`src/tksk_pkg.sv`:
```
// ----------------------------------------------------------------------------
// Top-k score keeper package
// Shared widths, codes, controller states and control/status structs.
// ----------------------------------------------------------------------------
package tksk_pkg;

    localparam int K_MAX_DEF  = 8;
    localparam int CNT_W      = 4;
    localparam int SCORE_W    = 32;
    localparam int MOVE_W     = 10;
    localparam int CHILD_W    = 10;
    localparam int FUNC_W     = 2;
    localparam int RSLOT_W    = 3;
    localparam int WSLOT_W    = 3;
    localparam int MIN_SLOT_W = 4;

    localparam logic signed [SCORE_W-1:0]    SCORE_TOP     = 32'sh7FFF_FFFF;
    localparam logic signed [MIN_SLOT_W-1:0] MIN_SLOT_NONE = 4'sb1111;

    typedef enum logic [FUNC_W-1:0] {
        FUNC_INSERT = 2'd0,
        FUNC_CLEAR  = 2'd1,
        FUNC_READ   = 2'd2
    } func_t;

    typedef enum logic [2:0] {
        S_IDLE,
        S_EXEC,
        S_SCAN,
        S_SCAN_END,
        S_FINISH
    } state_t;

    typedef struct packed {
        logic load;
        logic exec;
        logic scan_issue;
        logic finish;
    } cmd_t;

    typedef struct packed {
        logic scan_need;
        logic scan_last;
        logic out_free;
    } status_t;

endpackage

```
`src/tksk_ctrl.sv`:
```
// ----------------------------------------------------------------------------
// Top-k score keeper controller
// Sequences request capture, execution, minimum rescan and result hand-off.
// ----------------------------------------------------------------------------
module tksk_ctrl (
    input  logic              clk,
    input  logic              rst_n,
    input  logic              in_valid,
    output logic              in_ready,
    input  tksk_pkg::status_t status,
    output tksk_pkg::cmd_t    cmd
);
    import tksk_pkg::*;

    state_t state_reg;
    state_t state_next;

    always_ff @(posedge clk or negedge rst_n)
    begin
        if (!rst_n)
        begin
            state_reg <= S_IDLE;
        end
        else
        begin
            state_reg <= state_next;
        end
    end

    always_comb
    begin
        state_next = state_reg;
        case (state_reg)
            S_IDLE:
            begin
                if (in_valid)
                begin
                    state_next = S_EXEC;
                end
            end
            S_EXEC:
            begin
                state_next = status.scan_need ? S_SCAN : S_FINISH;
            end
            S_SCAN:
            begin
                if (status.scan_last)
                begin
                    state_next = S_SCAN_END;
                end
            end
            S_SCAN_END:
            begin
                state_next = S_FINISH;
            end
            S_FINISH:
            begin
                if (status.out_free)
                begin
                    state_next = S_IDLE;
                end
            end
            default:
            begin
                state_next = S_IDLE;
            end
        endcase
    end

    always_comb
    begin
        in_ready = 1'b0;
        cmd      = '0;
        case (state_reg)
            S_IDLE:
            begin
                in_ready = 1'b1;
                cmd.load = in_valid;
            end
            S_EXEC:
            begin
                cmd.exec = 1'b1;
            end
            S_SCAN:
            begin
                cmd.scan_issue = 1'b1;
            end
            S_SCAN_END:
            begin
                cmd = '0;
            end
            S_FINISH:
            begin
                cmd.finish = status.out_free;
            end
            default:
            begin
                cmd = '0;
            end
        endcase
    end

endmodule

```
`src/tksk_datapath.sv`:
```
// ----------------------------------------------------------------------------
// Top-k score keeper datapath
// Slot memory, table state, single-comparator minimum rescan, result register.
// ----------------------------------------------------------------------------
module tksk_datapath #(
    parameter int K_MAX = tksk_pkg::K_MAX_DEF
) (
    input  logic                                     clk,
    input  logic                                     rst_n,
    input  tksk_pkg::cmd_t                           cmd,
    output tksk_pkg::status_t                        status,
    input  logic                                     cfg_we,
    input  logic [tksk_pkg::CNT_W-1:0]               cfg_wdata,
    input  logic [tksk_pkg::FUNC_W-1:0]              func,
    input  logic signed [tksk_pkg::SCORE_W-1:0]      score,
    input  logic [tksk_pkg::MOVE_W-1:0]              move,
    input  logic signed [tksk_pkg::CHILD_W-1:0]      child_index,
    input  logic [tksk_pkg::RSLOT_W-1:0]             read_slot,
    output logic                                     out_valid,
    input  logic                                     out_ready,
    output logic                                     accepted,
    output logic [tksk_pkg::WSLOT_W-1:0]             written_slot,
    output logic [tksk_pkg::CNT_W-1:0]               entry_count,
    output logic signed [tksk_pkg::SCORE_W-1:0]      min_score,
    output logic signed [tksk_pkg::MIN_SLOT_W-1:0]   min_slot,
    output logic signed [tksk_pkg::SCORE_W-1:0]      read_score,
    output logic [tksk_pkg::MOVE_W-1:0]              read_move,
    output logic signed [tksk_pkg::CHILD_W-1:0]      read_index
);
    import tksk_pkg::*;

    localparam int SLOT_W = (K_MAX > 1) ? $clog2(K_MAX) : 1;

    // slot memory
    logic signed [SCORE_W-1:0] mem_score [K_MAX];
    logic [MOVE_W-1:0]         mem_move  [K_MAX];
    logic signed [CHILD_W-1:0] mem_child [K_MAX];

    logic                      mem_we;
    logic [SLOT_W-1:0]         wr_addr;
    logic [SLOT_W-1:0]         rd_addr;
    logic signed [SCORE_W-1:0] rd_score_reg;
    logic [MOVE_W-1:0]         rd_move_reg;
    logic signed [CHILD_W-1:0] rd_child_reg;

    // captured request
    func_t                     func_reg;
    logic signed [SCORE_W-1:0] score_reg;
    logic [MOVE_W-1:0]         move_reg;
    logic signed [CHILD_W-1:0] child_reg;
    logic [RSLOT_W-1:0]        rslot_reg;

    // table state
    logic [CNT_W-1:0]          keep_reg,      keep_next;
    logic [CNT_W-1:0]          occ_reg,       occ_next;
    logic signed [SCORE_W-1:0] low_score_reg, low_score_next;
    logic [SLOT_W-1:0]         low_slot_reg,  low_slot_next;
    logic                      low_none_reg,  low_none_next;

    // rescan
    logic [SLOT_W-1:0]         scan_idx_reg,  scan_idx_next;
    logic                      cmp_valid_reg, cmp_valid_next;
    logic [SLOT_W-1:0]         cmp_idx_reg,   cmp_idx_next;

    // per-request results
    logic                      acc_reg,       acc_next;
    logic [SLOT_W-1:0]         wslot_reg,     wslot_next;
    logic                      hit_reg,       hit_next;

    // result register
    logic                      out_valid_reg, out_valid_next;
    logic                      out_acc_reg;
    logic [WSLOT_W-1:0]        out_wslot_reg;
    logic [CNT_W-1:0]          out_count_reg;
    logic signed [SCORE_W-1:0] out_min_score_reg;
    logic signed [MIN_SLOT_W-1:0] out_min_slot_reg;
    logic signed [SCORE_W-1:0] out_rd_score_reg;
    logic [MOVE_W-1:0]         out_rd_move_reg;
    logic signed [CHILD_W-1:0] out_rd_child_reg;

    logic [CNT_W-1:0]          size;
    logic                      full;
    logic                      exec_scan;

    always_comb
    begin
        if (keep_reg == '0)
        begin
            size = CNT_W'(1);
        end
        else if (int'(keep_reg) > K_MAX)
        begin
            size = CNT_W'(K_MAX);
        end
        else
        begin
            size = keep_reg;
        end
    end

    assign full      = (occ_reg >= size);
    assign exec_scan = (func_reg == FUNC_INSERT) && full && !low_none_reg
                       && (score_reg > low_score_reg);

    assign status.scan_need = exec_scan;
    assign status.scan_last = (CNT_W'(scan_idx_reg) == (size - CNT_W'(1)));
    assign status.out_free  = !out_valid_reg || out_ready;

    assign rd_addr = cmd.scan_issue ? scan_idx_reg : SLOT_W'(rslot_reg);

    always_ff @(posedge clk)
    begin
        if (mem_we)
        begin
            mem_score[wr_addr] <= score_reg;
            mem_move[wr_addr]  <= move_reg;
            mem_child[wr_addr] <= child_reg;
        end
        rd_score_reg <= mem_score[rd_addr];
        rd_move_reg  <= mem_move[rd_addr];
        rd_child_reg <= mem_child[rd_addr];
    end

    always_ff @(posedge clk)
    begin
        if (cmd.load)
        begin
            func_reg  <= func_t'(func);
            score_reg <= score;
            move_reg  <= move;
            child_reg <= child_index;
            rslot_reg <= read_slot;
        end
    end

    always_comb
    begin
        keep_next      = keep_reg;
        occ_next       = occ_reg;
        low_score_next = low_score_reg;
        low_slot_next  = low_slot_reg;
        low_none_next  = low_none_reg;
        scan_idx_next  = scan_idx_reg;
        acc_next       = acc_reg;
        wslot_next     = wslot_reg;
        hit_next       = hit_reg;
        mem_we         = 1'b0;
        wr_addr        = SLOT_W'(occ_reg);

        if (cfg_we)
        begin
            keep_next      = cfg_wdata;
            occ_next       = '0;
            low_score_next = SCORE_TOP;
            low_slot_next  = '0;
            low_none_next  = 1'b1;
        end

        if (cmd.exec)
        begin
            acc_next   = 1'b0;
            wslot_next = '0;
            hit_next   = 1'b0;
            case (func_reg)
                FUNC_INSERT:
                begin
                    if (full)
                    begin
                        if (exec_scan)
                        begin
                            mem_we         = 1'b1;
                            wr_addr        = low_slot_reg;
                            acc_next       = 1'b1;
                            wslot_next     = low_slot_reg;
                            low_score_next = score_reg;
                            scan_idx_next  = '0;
                        end
                    end
                    else
                    begin
                        mem_we = 1'b1;
                        if ((occ_reg == '0) || (score_reg < low_score_reg))
                        begin
                            low_score_next = score_reg;
                            low_slot_next  = SLOT_W'(occ_reg);
                            low_none_next  = 1'b0;
                        end
                        occ_next   = occ_reg + CNT_W'(1);
                        acc_next   = 1'b1;
                        wslot_next = SLOT_W'(occ_reg);
                    end
                end
                FUNC_CLEAR:
                begin
                    occ_next       = '0;
                    low_score_next = SCORE_TOP;
                    low_slot_next  = '0;
                    low_none_next  = 1'b1;
                end
                FUNC_READ:
                begin
                    hit_next = (int'(rslot_reg) < K_MAX)
                               && (CNT_W'(rslot_reg) < occ_reg);
                end
                default:
                begin
                    hit_next = 1'b0;
                end
            endcase
        end

        if (cmd.scan_issue)
        begin
            scan_idx_next = scan_idx_reg + SLOT_W'(1);
        end

        // strict compare keeps the current lowest slot on a tie
        if (cmp_valid_reg && (rd_score_reg < low_score_reg))
        begin
            low_score_next = rd_score_reg;
            low_slot_next  = cmp_idx_reg;
        end
    end

    assign cmp_valid_next = cmd.scan_issue;
    assign cmp_idx_next   = scan_idx_reg;

    always_comb
    begin
        out_valid_next = out_valid_reg;
        if (out_valid_reg && out_ready)
        begin
            out_valid_next = 1'b0;
        end
        if (cmd.finish)
        begin
            out_valid_next = 1'b1;
        end
    end

    always_ff @(posedge clk or negedge rst_n)
    begin
        if (!rst_n)
        begin
            keep_reg      <= CNT_W'(K_MAX);
            occ_reg       <= '0;
            low_score_reg <= SCORE_TOP;
            low_slot_reg  <= '0;
            low_none_reg  <= 1'b1;
            scan_idx_reg  <= '0;
            cmp_valid_reg <= 1'b0;
            cmp_idx_reg   <= '0;
            acc_reg       <= 1'b0;
            wslot_reg     <= '0;
            hit_reg       <= 1'b0;
            out_valid_reg <= 1'b0;
        end
        else
        begin
            keep_reg      <= keep_next;
            occ_reg       <= occ_next;
            low_score_reg <= low_score_next;
            low_slot_reg  <= low_slot_next;
            low_none_reg  <= low_none_next;
            scan_idx_reg  <= scan_idx_next;
            cmp_valid_reg <= cmp_valid_next;
            cmp_idx_reg   <= cmp_idx_next;
            acc_reg       <= acc_next;
            wslot_reg     <= wslot_next;
            hit_reg       <= hit_next;
            out_valid_reg <= out_valid_next;
        end
    end

    always_ff @(posedge clk)
    begin
        if (cmd.finish)
        begin
            out_acc_reg       <= acc_reg;
            out_wslot_reg     <= WSLOT_W'(wslot_reg);
            out_count_reg     <= occ_reg;
            out_min_score_reg <= low_score_reg;
            out_min_slot_reg  <= low_none_reg ? MIN_SLOT_NONE : MIN_SLOT_W'(low_slot_reg);
            out_rd_score_reg  <= hit_reg ? rd_score_reg : '0;
            out_rd_move_reg   <= hit_reg ? rd_move_reg  : '0;
            out_rd_child_reg  <= hit_reg ? rd_child_reg : '0;
        end
    end

    assign out_valid    = out_valid_reg;
    assign accepted     = out_acc_reg;
    assign written_slot = out_wslot_reg;
    assign entry_count  = out_count_reg;
    assign min_score    = out_min_score_reg;
    assign min_slot     = out_min_slot_reg;
    assign read_score   = out_rd_score_reg;
    assign read_move    = out_rd_move_reg;
    assign read_index   = out_rd_child_reg;

endmodule

```
`src/top_k_score_keeper_core.sv`:
```
// ----------------------------------------------------------------------------
// Top-k score keeper core
// Keeps the best scored candidates; insert, clear and slot read requests.
//
//   port group   direction   handshake          contents
//   in_*         input       in_valid/in_ready  func, score, move, child_index,
//                                               read_slot
//   out_*        output      out_valid/out_ready accepted, written_slot,
//                                               entry_count, min_score, min_slot,
//                                               read_score, read_move, read_index
//   cfg_*        input       cfg_we             keep_count
//
// One request at a time; accept, execute, then hand to the result register.
// Clear, read, appending or dropped insert: execute, then straight to finish.
// Insert replacing the minimum of a full table: a rescan of the effective keep
// count (1 to K_MAX) of slots by the single comparator walking the slot memory
// one read per cycle, before the result goes to the result register.
// Reset empties the table; keep_count returns to the table depth.
// A stalled result holds the request path in its final state until taken.
// ----------------------------------------------------------------------------
module top_k_score_keeper_core #(
    parameter int K_MAX = tksk_pkg::K_MAX_DEF
) (
    input  logic                                     clk,
    input  logic                                     rst_n,
    input  logic                                     cfg_we,
    input  logic [tksk_pkg::CNT_W-1:0]               cfg_wdata,
    input  logic                                     in_valid,
    output logic                                     in_ready,
    input  logic [tksk_pkg::FUNC_W-1:0]              func,
    input  logic signed [tksk_pkg::SCORE_W-1:0]      score,
    input  logic [tksk_pkg::MOVE_W-1:0]              move,
    input  logic signed [tksk_pkg::CHILD_W-1:0]      child_index,
    input  logic [tksk_pkg::RSLOT_W-1:0]             read_slot,
    output logic                                     out_valid,
    input  logic                                     out_ready,
    output logic                                     accepted,
    output logic [tksk_pkg::WSLOT_W-1:0]             written_slot,
    output logic [tksk_pkg::CNT_W-1:0]               entry_count,
    output logic signed [tksk_pkg::SCORE_W-1:0]      min_score,
    output logic signed [tksk_pkg::MIN_SLOT_W-1:0]   min_slot,
    output logic signed [tksk_pkg::SCORE_W-1:0]      read_score,
    output logic [tksk_pkg::MOVE_W-1:0]              read_move,
    output logic signed [tksk_pkg::CHILD_W-1:0]      read_index
);
    import tksk_pkg::*;

    cmd_t    cmd;
    status_t status;

    tksk_ctrl u_ctrl (
        .clk      (clk),
        .rst_n    (rst_n),
        .in_valid (in_valid),
        .in_ready (in_ready),
        .status   (status),
        .cmd      (cmd)
    );

    tksk_datapath #(
        .K_MAX (K_MAX)
    ) u_datapath (
        .clk          (clk),
        .rst_n        (rst_n),
        .cmd          (cmd),
        .status       (status),
        .cfg_we       (cfg_we),
        .cfg_wdata    (cfg_wdata),
        .func         (func),
        .score        (score),
        .move         (move),
        .child_index  (child_index),
        .read_slot    (read_slot),
        .out_valid    (out_valid),
        .out_ready    (out_ready),
        .accepted     (accepted),
        .written_slot (written_slot),
        .entry_count  (entry_count),
        .min_score    (min_score),
        .min_slot     (min_slot),
        .read_score   (read_score),
        .read_move    (read_move),
        .read_index   (read_index)
    );

endmodule

```
`config.mk`:
```
export PLATFORM = sky130hd
export DESIGN_NAME = top_k_score_keeper_core
export DESIGN_NICKNAME = d
export VERILOG_FILES = /design/src/tksk_pkg.sv /design/src/tksk_ctrl.sv /design/src/tksk_datapath.sv /design/src/top_k_score_keeper_core.sv
export SDC_FILE = /design/constraint.sdc
export NUM_CORES = 1
export LEC_CHECK = 0
export BUFFER_PORTS_ARGS = -buffer_cell sky130_fd_sc_hd__buf_4
export CORE_AREA = 4 4 214 216
export CTS_CLUSTER_DIAMETER = 120
export DETAILED_ROUTE_END_ITERATION = 12
export DIE_AREA = 0 0 218 220
export HOLD_SLACK_MARGIN = 0.02
export PLACE_DENSITY = 0.79
export SYNTH_ARGS = -nofsm -noshare
export SYNTH_HDL_FRONTEND = slang
export SYNTH_SLANG_ARGS = --single-unit
```
`constraint.sdc`:
```
create_clock -name clk -period 14.33 [get_ports clk]
set_clock_uncertainty 0.05 [all_clocks]
set_input_delay 2.1495 -clock clk [delete_from_list [all_inputs] [get_ports clk]]
set_output_delay 2.1495 -clock clk [all_outputs]
set_load 0.02 [all_outputs]
```
==> results of run 1 <==
power breakdown:
| group | total, W | switching (W) | internal, W | leakage [nW] |
|---|---|---|---|---|
| Combinational | 0.000533 | 0.000302 | 0.000231 | 3.53 |
| Sequential | 0.00247 | 0.000123 | 0.00234 | 6.26 |
| Clock | 0.00179 | 0.000718 | 0.00107 | 1.12 |
| Total | 0.00479 | 0.00114 | 0.00364 | 10.9 |
metal layers:
| metal | global-route usage [%] | part of all wire [%] | vias to the layer above |
|---|---|---|---|
| met3 | 4.978 | 8.1 | 112 |
| li1 | - | - | 5747 |
| met2 | 38.31 | 49 | 641 |
| met1 | 33.82 | 40 | 6940 |
| met4 | 8.490 | 2.9 | 0 |
| met5 | 0 | 0 | - |
layout by cell type, fill, tap and decap left out, types with 10 or more instances in the layout:
cell                        synthesis  layout
sky130_fd_sc_hd__mux4_2           104     104
sky130_fd_sc_hd__clkbuf_16          0      72
sky130_fd_sc_hd__inv_1             42      42
sky130_fd_sc_hd__dfxtp_1           52      52
sky130_fd_sc_hd__clkinv_2           0      10
sky130_fd_sc_hd__clkbuf_8           0      12
sky130_fd_sc_hd__buf_4              0     183
sky130_fd_sc_hd__nor2_1            19      19
sky130_fd_sc_hd__mux2_2            55      55
sky130_fd_sc_hd__nand2_1           38      38
sky130_fd_sc_hd__dfstp_2           33      33
sky130_fd_sc_hd__a21oi_1           27      26
sky130_fd_sc_hd__nand2b_1          30      30
sky130_fd_sc_hd__a21o_1            12      12
sky130_fd_sc_hd__edfxtp_1         569     569
sky130_fd_sc_hd__o221a_1           29      29
sky130_fd_sc_hd__ha_1              73      73
sky130_fd_sc_hd__clkbuf_1          29      14
sky130_fd_sc_hd__nand4_1           12      12
sky130_fd_sc_hd__o21ai_0           20      20
sky130_fd_sc_hd__dfrtp_1           27      26
sky130_fd_sc_hd__and2_1            54      53
stage by stage:
step | cells | area (sq um) | hold WS (ns) | setup WS (ns)
floorplan | 1341 | 26190 | 0.3748 | 7.522
global placement | 2068 | 28160 | 0.3821 | 9.689
detailed placement | 2068 | 28160 | 0.3867 | 9.378
CTS | 2191 | 30440 | 0.4008 | 9.322
global route | 2191 | 30440 | 0.4038 | 9.073
finish | 2191 | 30440 | 0.4010 | 9.325
cells in the mapped netlist (all sizes together) (3+ instances only):
library cell / count
nand2: 38
nand2b: 30
dfstp: 33
or2b: 5
dfxtp: 52
edfxtp: 569
dfrtp: 27
nand3: 5
inv: 42
o21ai: 21
ha: 73
or2: 6
o221a: 32
a32oi: 5
clkbuf: 29
a211oi: 3
and2: 55
a21o: 13
nor2: 19
mux2i: 6
nor3: 16
buf: 20
a21oi: 28
nand4: 12
mux4: 104
nor2b: 4
mux2: 55
xnor2: 3
cells by family after synthesis:
logic type | after synthesis | share of synthesized area (%)
DFF | 681 | 75.12
adders and majority gates | 73 | 3.488
AOI/OAI and AO/OA | 127 | 3.875
muxes | 165 | 11.54
xor gates and xnor gates | 5 | 0.1673
and+or+nand+nor | 199 | 4.243
buffers and inverters | 91 | 1.567
final cells by class:
cell class,instances,share of cell area [%]
well taps,592,2.433
clock buffers,98,6.634
repair buffers,184,4.579
inverters,42,0.5179
flip-flops and latches,681,64.63
clock inverters,25,0.8385
multi-input cells,569,20.37
worst min-delay path by stage:
stage               cells after the start  slack (ns)                            endpoint
detailed placement                      0        0.39  u_datapath.min_score[31]$_DFFE_PP_
CTS                                     0        0.40  u_datapath.min_score[31]$_DFFE_PP_
global placement                        0        0.38  u_datapath.min_score[31]$_DFFE_PP_
floorplan                               0        0.37       u_datapath.accepted$_DFFE_PP_
global route                            0        0.40  u_datapath.min_score[31]$_DFFE_PP_
finish                                  0        0.40  u_datapath.min_score[31]$_DFFE_PP_
==> metrics.md, run 1 <==
| Metric | Value |
|---|---|
| Run status | `finished clean` |
| Highest net fanout along the worst path | `52` |
| Path class of the lowest-slack min-delay path | `reg2reg` |
| CTS H-tree lvls | `3` |
| Routed vias/inst | `6.134` |
| TritonCTS clock tree | `yes` |
| Layout cells sized above 1 | `31.83%` |
| Routability cong. | `0.8951` |
| Stages on the worst setup path | `10` |
| Power density cells | `157.3 mW/mm^2` |
| Highest-delay cell along the critical path | `sky130_fd_sc_hd__buf_4` |
| Slew margin rel. | `around 19%` |
| Pins Over Slew Limit | `0` |
| Biggest register | `u_datapath.mem_score` |
| Buffers from clock root to sink, at most | `3` |
| Largest net degree at the start of global routing | `105` |
| Total Negative Setup Slacks | `0 ns` |
| Fillcell total | `2728` |
| Worst EP required | `roughly 14 ns` |
| Largest registers | `u_datapath.mem_score x256, u_datapath.mem_child x80, u_datapath.mem_move x80` |
| Transition time at the pin with the least slew margin | `1.222 ns` |
| Nature of the critical path startpoint | `flop` |
| Kind of critical path | `reg2reg` |
| Max FFs per register | `256` |
| Mapped Cells | `1341` |
| R2R Path Start | `u_datapath.score_reg[14]$_DFFE_PP_` |
| Overall routed net length | `56.91 mm` |
| Kind of cell adding the most delay to the critical path | `compound AO/OA/AOI/OAI gates` |
| Count of cells along the worst register-to-register path | `10` |
| # resized after CTS | `0` |
| Cts bufs inserted | `68` |
| Post-CTS clock slew at the launch and capture registers of the worst setup and hold paths | `0.06 ns` |
| Worst stage delay on the critical path | `0.73 ns` |
| Count of antenna-violating nets left after detailed routing | `0` |
| CP arrival | `5.14 ns` |
| Skew-Pair Late Insertion Delay | `approximately 0.58 ns` |
| Post-synth EDFFs | `569` |
| Remaining routing DRC violations | `0` |
| Number of distinct library cells after synthesis | `65` |
| Share of synthesized flip-flops with an asynchronous set or reset | `8.811%` |
| Cell row count | `77` |
| Antenna violations before repair | `1` |
| #FFs+latches synth | `681` |
| First-pass GRT wire length | `around 86 mm` |
| Post-synth design cell area | `0.02619 sq mm` |
| Wire per inst | `25.97 um` |
| Seq/Total Area, Yosys | `75.12%` |
| Area delta synth->final | `16.25%` |
| Grt ovf | `0` |
| Die extent in y | `220 um` |
| Crit. Startpoint | `u_datapath.score_reg[14]$_DFFE_PP_` |
| Synth top area share | `roughly two thirds` |
| 1st-pass router iterations | `5` |
| Buffering stage count on the worst path with inverters included | `1` |
| Seq. cell area | `0.01967 sq mm` |
| Via count of the first global-routing pass | `14050` |
| Top_reg_cell synth | `sky130_fd_sc_hd__edfxtp_1` |
| End of the worst register-to-register path | `u_datapath.mem_move[1][4]$_DFFE_PP_` |
| Total of endpoints with negative setup slack in the final report | `0` |
| Hold buffer count at cts | `0` |
| Post-Syn Area per Cell | `around 20 sq um` |
| Max rail drop VDD | `0.0001147 V` |
| Clk sinks | `681` |
| Launch point of the worst hold path | `u_datapath.low_score_reg[31]$_DFF_PN0_` |
| Leakage | `10.90 nW` |
| Total I/O pin count | `164` |
| Number of setup buffers added after CTS | `0` |
| Synthesis warning total | `0` |
| Chip Width | `218 um` |
| CP endpoint kind | `flop` |
| Capturing instance or port of the critical path | `u_datapath.mem_move[1][4]$_DFFE_PP_` |
| Max-cap violations | `0` |
| Tot GR Track Use | `24.08%` |
| Port buffer count | `163` |
| Master cell of the clock root buffer | `sky130_fd_sc_hd__clkbuf_16` |
| Fmax | `roughly 0.2 GHz` |
| Hold violation total from the final report | `0` |
| Area of the multi-input gates | `0.006201 sq mm` |
| Top cells by area in the synthesized netlist | `sky130_fd_sc_hd__edfxtp_1 65%, sky130_fd_sc_hd__mux4_2 8.9%, sky130_fd_sc_hd__dfxtp_1 4.0%` |
| Diode insertion count for antenna repair | `0` |
| Setup slack of the worst register-to-register path | `around 9.3 ns` |
| Final standard cell utilization of the core | `between 60 and 70%` |
| First-iteration detailed-routing DRC count | `between 1000 and 1500` |
| Effective utilization at floorplan | `between 50% and 60%` |
| Design Power | `0.004787 W` |
| Estimated wirelength of the detail-placed design | `roughly 32 mm` |
| Clock period minus worst slack | `5.005 ns` |
| Part of the cycle the worst path needs | `34.92%` |
| RSZ-0062 raised after global routing | `false` |
| Cell accounting for the most synthesized area | `sky130_fd_sc_hd__edfxtp_1` |
| Die area | `0.04796 sq mm` |
| Vias | `13440` |
| Fin nets | `1685` |
| Post-synth net total | `1480` |
| Cell-by-cell listing of the critical path | `ha_1 > nand4_1 > nor3_1 > a21boi_0 > o41ai_2 > a311oi_4 > and2_0 > o22ai_1 > nor3_2 > buf_4` |
| Placeable Area | `around 0.044 sq mm` |
Power figures use the tool's default switching activity.
==> run 2, diff against run 1 <==
==> constraint.sdc (replaced) <==
create_clock -name clk -period 4.94 [get_ports clk]
set_clock_uncertainty 0.05 [all_clocks]
set_input_delay 0.741 -clock clk [delete_from_list [all_inputs] [get_ports clk]]
set_output_delay 0.741 -clock clk [all_outputs]
set_load 0.02 [all_outputs]
==> metrics.md, run 2 (synthesis results as in run 1) <==
| Metric | Value |
|---|---|
| Run status | `finished clean` |
| Fillcell total | `2686 (-1.5%)` |
| Largest net degree at the start of global routing | `77 (-27%)` |
| Slew margin rel. | `20.98% (+2.5 points)` |
| 1st-pass router iterations | `6 (+1)` |
| Diode insertion count for antenna repair | `0 (unchanged)` |
| Buffers from clock root to sink, at most | `3 (unchanged)` |
| First-iteration detailed-routing DRC count | `1306 (-7.0%)` |
| Power density cells | `450.1 mW/mm^2 (+190%)` |
| Vias | `13460 (+0.16%)` |
| Area delta synth->final | `17.47%` |
| Transition time at the pin with the least slew margin | `1.160 ns (-0.06200 ns)` |
| RSZ-0062 raised after global routing | `false` |
| Chip Width | `218 um (unchanged)` |
| Count of antenna-violating nets left after detailed routing | `0 (unchanged)` |
| Hold violation total from the final report | `0 (unchanged)` |
| Post-place setup slack | `0.1612 ns (-9.217 ns)` |
| Master cell of the clock root buffer | `sky130_fd_sc_hd__clkbuf_16` |
| Clock period minus worst slack | `4.597 ns (-0.4079 ns)` |
| Final standard cell utilization of the core | `70.02% (+0.73 points)` |
| Cell row count | `77 (unchanged)` |
| CTS H-tree lvls | `3 (unchanged)` |
| # resized after CTS | `0 (unchanged)` |
| Remaining routing DRC violations | `0 (unchanged)` |
| Total of endpoints with negative setup slack in the final report | `0 (unchanged)` |
| Routability cong. | `0.8648 (-3.4%)` |
| Tot GR Track Use | `23.84% (-0.23 points)` |
| Wire per inst | `25.25 um (-2.8%)` |
| Biggest register | `u_datapath.mem_score` |
| Area of the multi-input gates | `0.006251 sq mm (+0.81%)` |
| Overall routed net length | `56.03 mm (-1.5%)` |
| Skew-Pair Late Insertion Delay | `0.60 ns (+0.02 ns)` |
| CP endpoint kind | `flop` |
| Fmax | `0.2175 GHz (+8.9%)` |
| Max rail drop VDD | `0.0003917 V (+240%)` |
| Highest-count cells in the layout ignoring fill and taps | `569 x sky130_fd_sc_hd__edfxtp_1, 197 x sky130_fd_sc_hd__buf_4, 104 x sky130_fd_sc_hd__mux4_2, 73 x sky130_fd_sc_hd__ha_1, 73 x sky130_fd_sc_hd__clkbuf_16` |
| Part of the cycle the worst path needs | `93.05% (+58 points)` |
| Nature of the critical path startpoint | `flop` |
| Max-cap violations | `0 (unchanged)` |
| Cts bufs inserted | `69 (+1.5%)` |
| Path class of the lowest-slack min-delay path | `in2async` |
| Placeable Area | `0.04393 sq mm (unchanged)` |
| CP arrival | `4.80 ns (-0.34 ns)` |
| Worst EP required | `5.15 ns (-9.32 ns)` |
| Via count of the first global-routing pass | `13930 (-0.85%)` |
| Die area | `0.04796 sq mm (unchanged)` |
| Max FFs per register | `256 (unchanged)` |
| Fin nets | `1710 (+1.5%)` |
| Port buffer count | `163 (unchanged)` |
| First-pass GRT wire length | `85.36 mm (-0.78%)` |
| Highest net fanout along the worst path | `46 (-12%)` |
| Layout cells sized above 1 | `32.51% (+0.68 points)` |
| Design Power | `0.01384 W (+190%)` |
| Die extent in y | `220 um (unchanged)` |
| Largest registers | `u_datapath.mem_score x256, u_datapath.mem_child x80, u_datapath.mem_move x80` |
| Effective utilization at floorplan | `59.60% (unchanged)` |
| Seq. cell area | `0.01967 sq mm (unchanged)` |
| Antenna violations before repair | `0 (-1)` |
| Most common library cell in the layout ignoring fill and taps | `sky130_fd_sc_hd__edfxtp_1` |
| Kind of critical path | `reg2reg` |
| Routed vias/inst | `6.067 (-1.1%)` |
| Estimated wirelength of the detail-placed design | `32.45 mm (+1.2%)` |
| Grt ovf | `0 (unchanged)` |
| Post-CTS clock slew at the launch and capture registers of the worst setup and hold paths | `0.06 ns (about the same)` |
| Hold buffer count at cts | `0 (unchanged)` |
| Instance area after placement | `0.02846 sq mm (+1.1%)` |
| Design area | `0.03076 sq mm (+1.1%)` |
| Total I/O pin count | `164 (unchanged)` |
| TritonCTS clock tree | `yes` |
| Leakage | `11.05 nW (+1.4%)` |
| Post-layout worst setup margin | `0.3432 ns (-8.982 ns)` |
| Pins Over Slew Limit | `0 (unchanged)` |
| Clk sinks | `681 (unchanged)` |
==> run 2: worst max-delay path, stage by stage, from the launching register on <==
cell	delay (ns)
sky130_fd_sc_hd__edfxtp_1	0.56
sky130_fd_sc_hd__ha_1	0.40
sky130_fd_sc_hd__nand4_1	0.20
sky130_fd_sc_hd__nor3_1	0.43
sky130_fd_sc_hd__a21boi_0	0.42
sky130_fd_sc_hd__o41ai_2	0.20
sky130_fd_sc_hd__a311oi_4	0.41
sky130_fd_sc_hd__and2_0	0.36
sky130_fd_sc_hd__a21oi_1	0.32
sky130_fd_sc_hd__nor3_4	0.48
sky130_fd_sc_hd__buf_12	0.38
==> run 2: report_power, final <==
part | leakage, nW | switching, W | internal (W)
clock network | 1.09 | 0.00211 | 0.00301
registers | 6.26 | 0.000339 | 0.00679
logic | 3.70 | 0.000898 | 0.000699
==> run 2: routing by layer <==
layer	global-route usage (%)	vias up	wire [um]
met1	34.33	6976	23530
li1	-	5808	-
met2	37.72	577	27080
met5	0	-	0
met4	8.005	0	1498
met3	4.316	101	3916
==> run 2: layout make-up <==
class | count | share of cell area, %
flip-flops and latches | 681 | 63.95
multi-input cells | 569 | 20.32
clock buffers | 109 | 6.638
repair buffers | 208 | 5.524
well taps | 592 | 2.408
clock inverters | 18 | 0.6427
inverters | 42 | 0.5125
==> run 2: repair_timing <==
action,in CTS,in global routing
endpoints found under the hold margin,0,0
buffers inserted,0,6
setup endpoints to repair,0,74
==> run 2: final timing paths <==
path | start | endpoint | slack (ns) | cells past startpoint
min in group clk | move[1] | u_datapath.move_reg[1]$_DFFE_PP_ | 0.26 | 1
hold reg to reg | u_datapath.low_score_reg[31]$_DFF_PN0_ | u_datapath.min_score[31]$_DFFE_PP_ | 0.40 | 0
setup reg to reg | u_datapath.score_reg[14]$_DFFE_PP_ | u_datapath.mem_child[7][3]$_DFFE_PP_ | 0.34 | 10
max in group asynchronous | rst_n | u_datapath.hit_reg$_DFFE_PN0P_ | 4.01 | 1
hold / removal | rst_n | u_datapath.out_valid$_DFFE_PN0P_ | 0.21 | 1
setup / recovery | u_datapath.score_reg[14]$_DFFE_PP_ | u_datapath.mem_child[7][3]$_DFFE_PP_ | 0.34 | 10
==> run 2: metrics by stage <==
step           instances  hold WS [ns]  setup TNS, ns
6_report            2219        0.2101              0
3_3_place_gp        2086        0.3792              0
2_1_floorplan       1341        0.3748        -106.35
5_1_grt             2219        0.2481              0
3_5_place_dp        2086        0.3916              0
4_1_cts             2213        0.2290              0
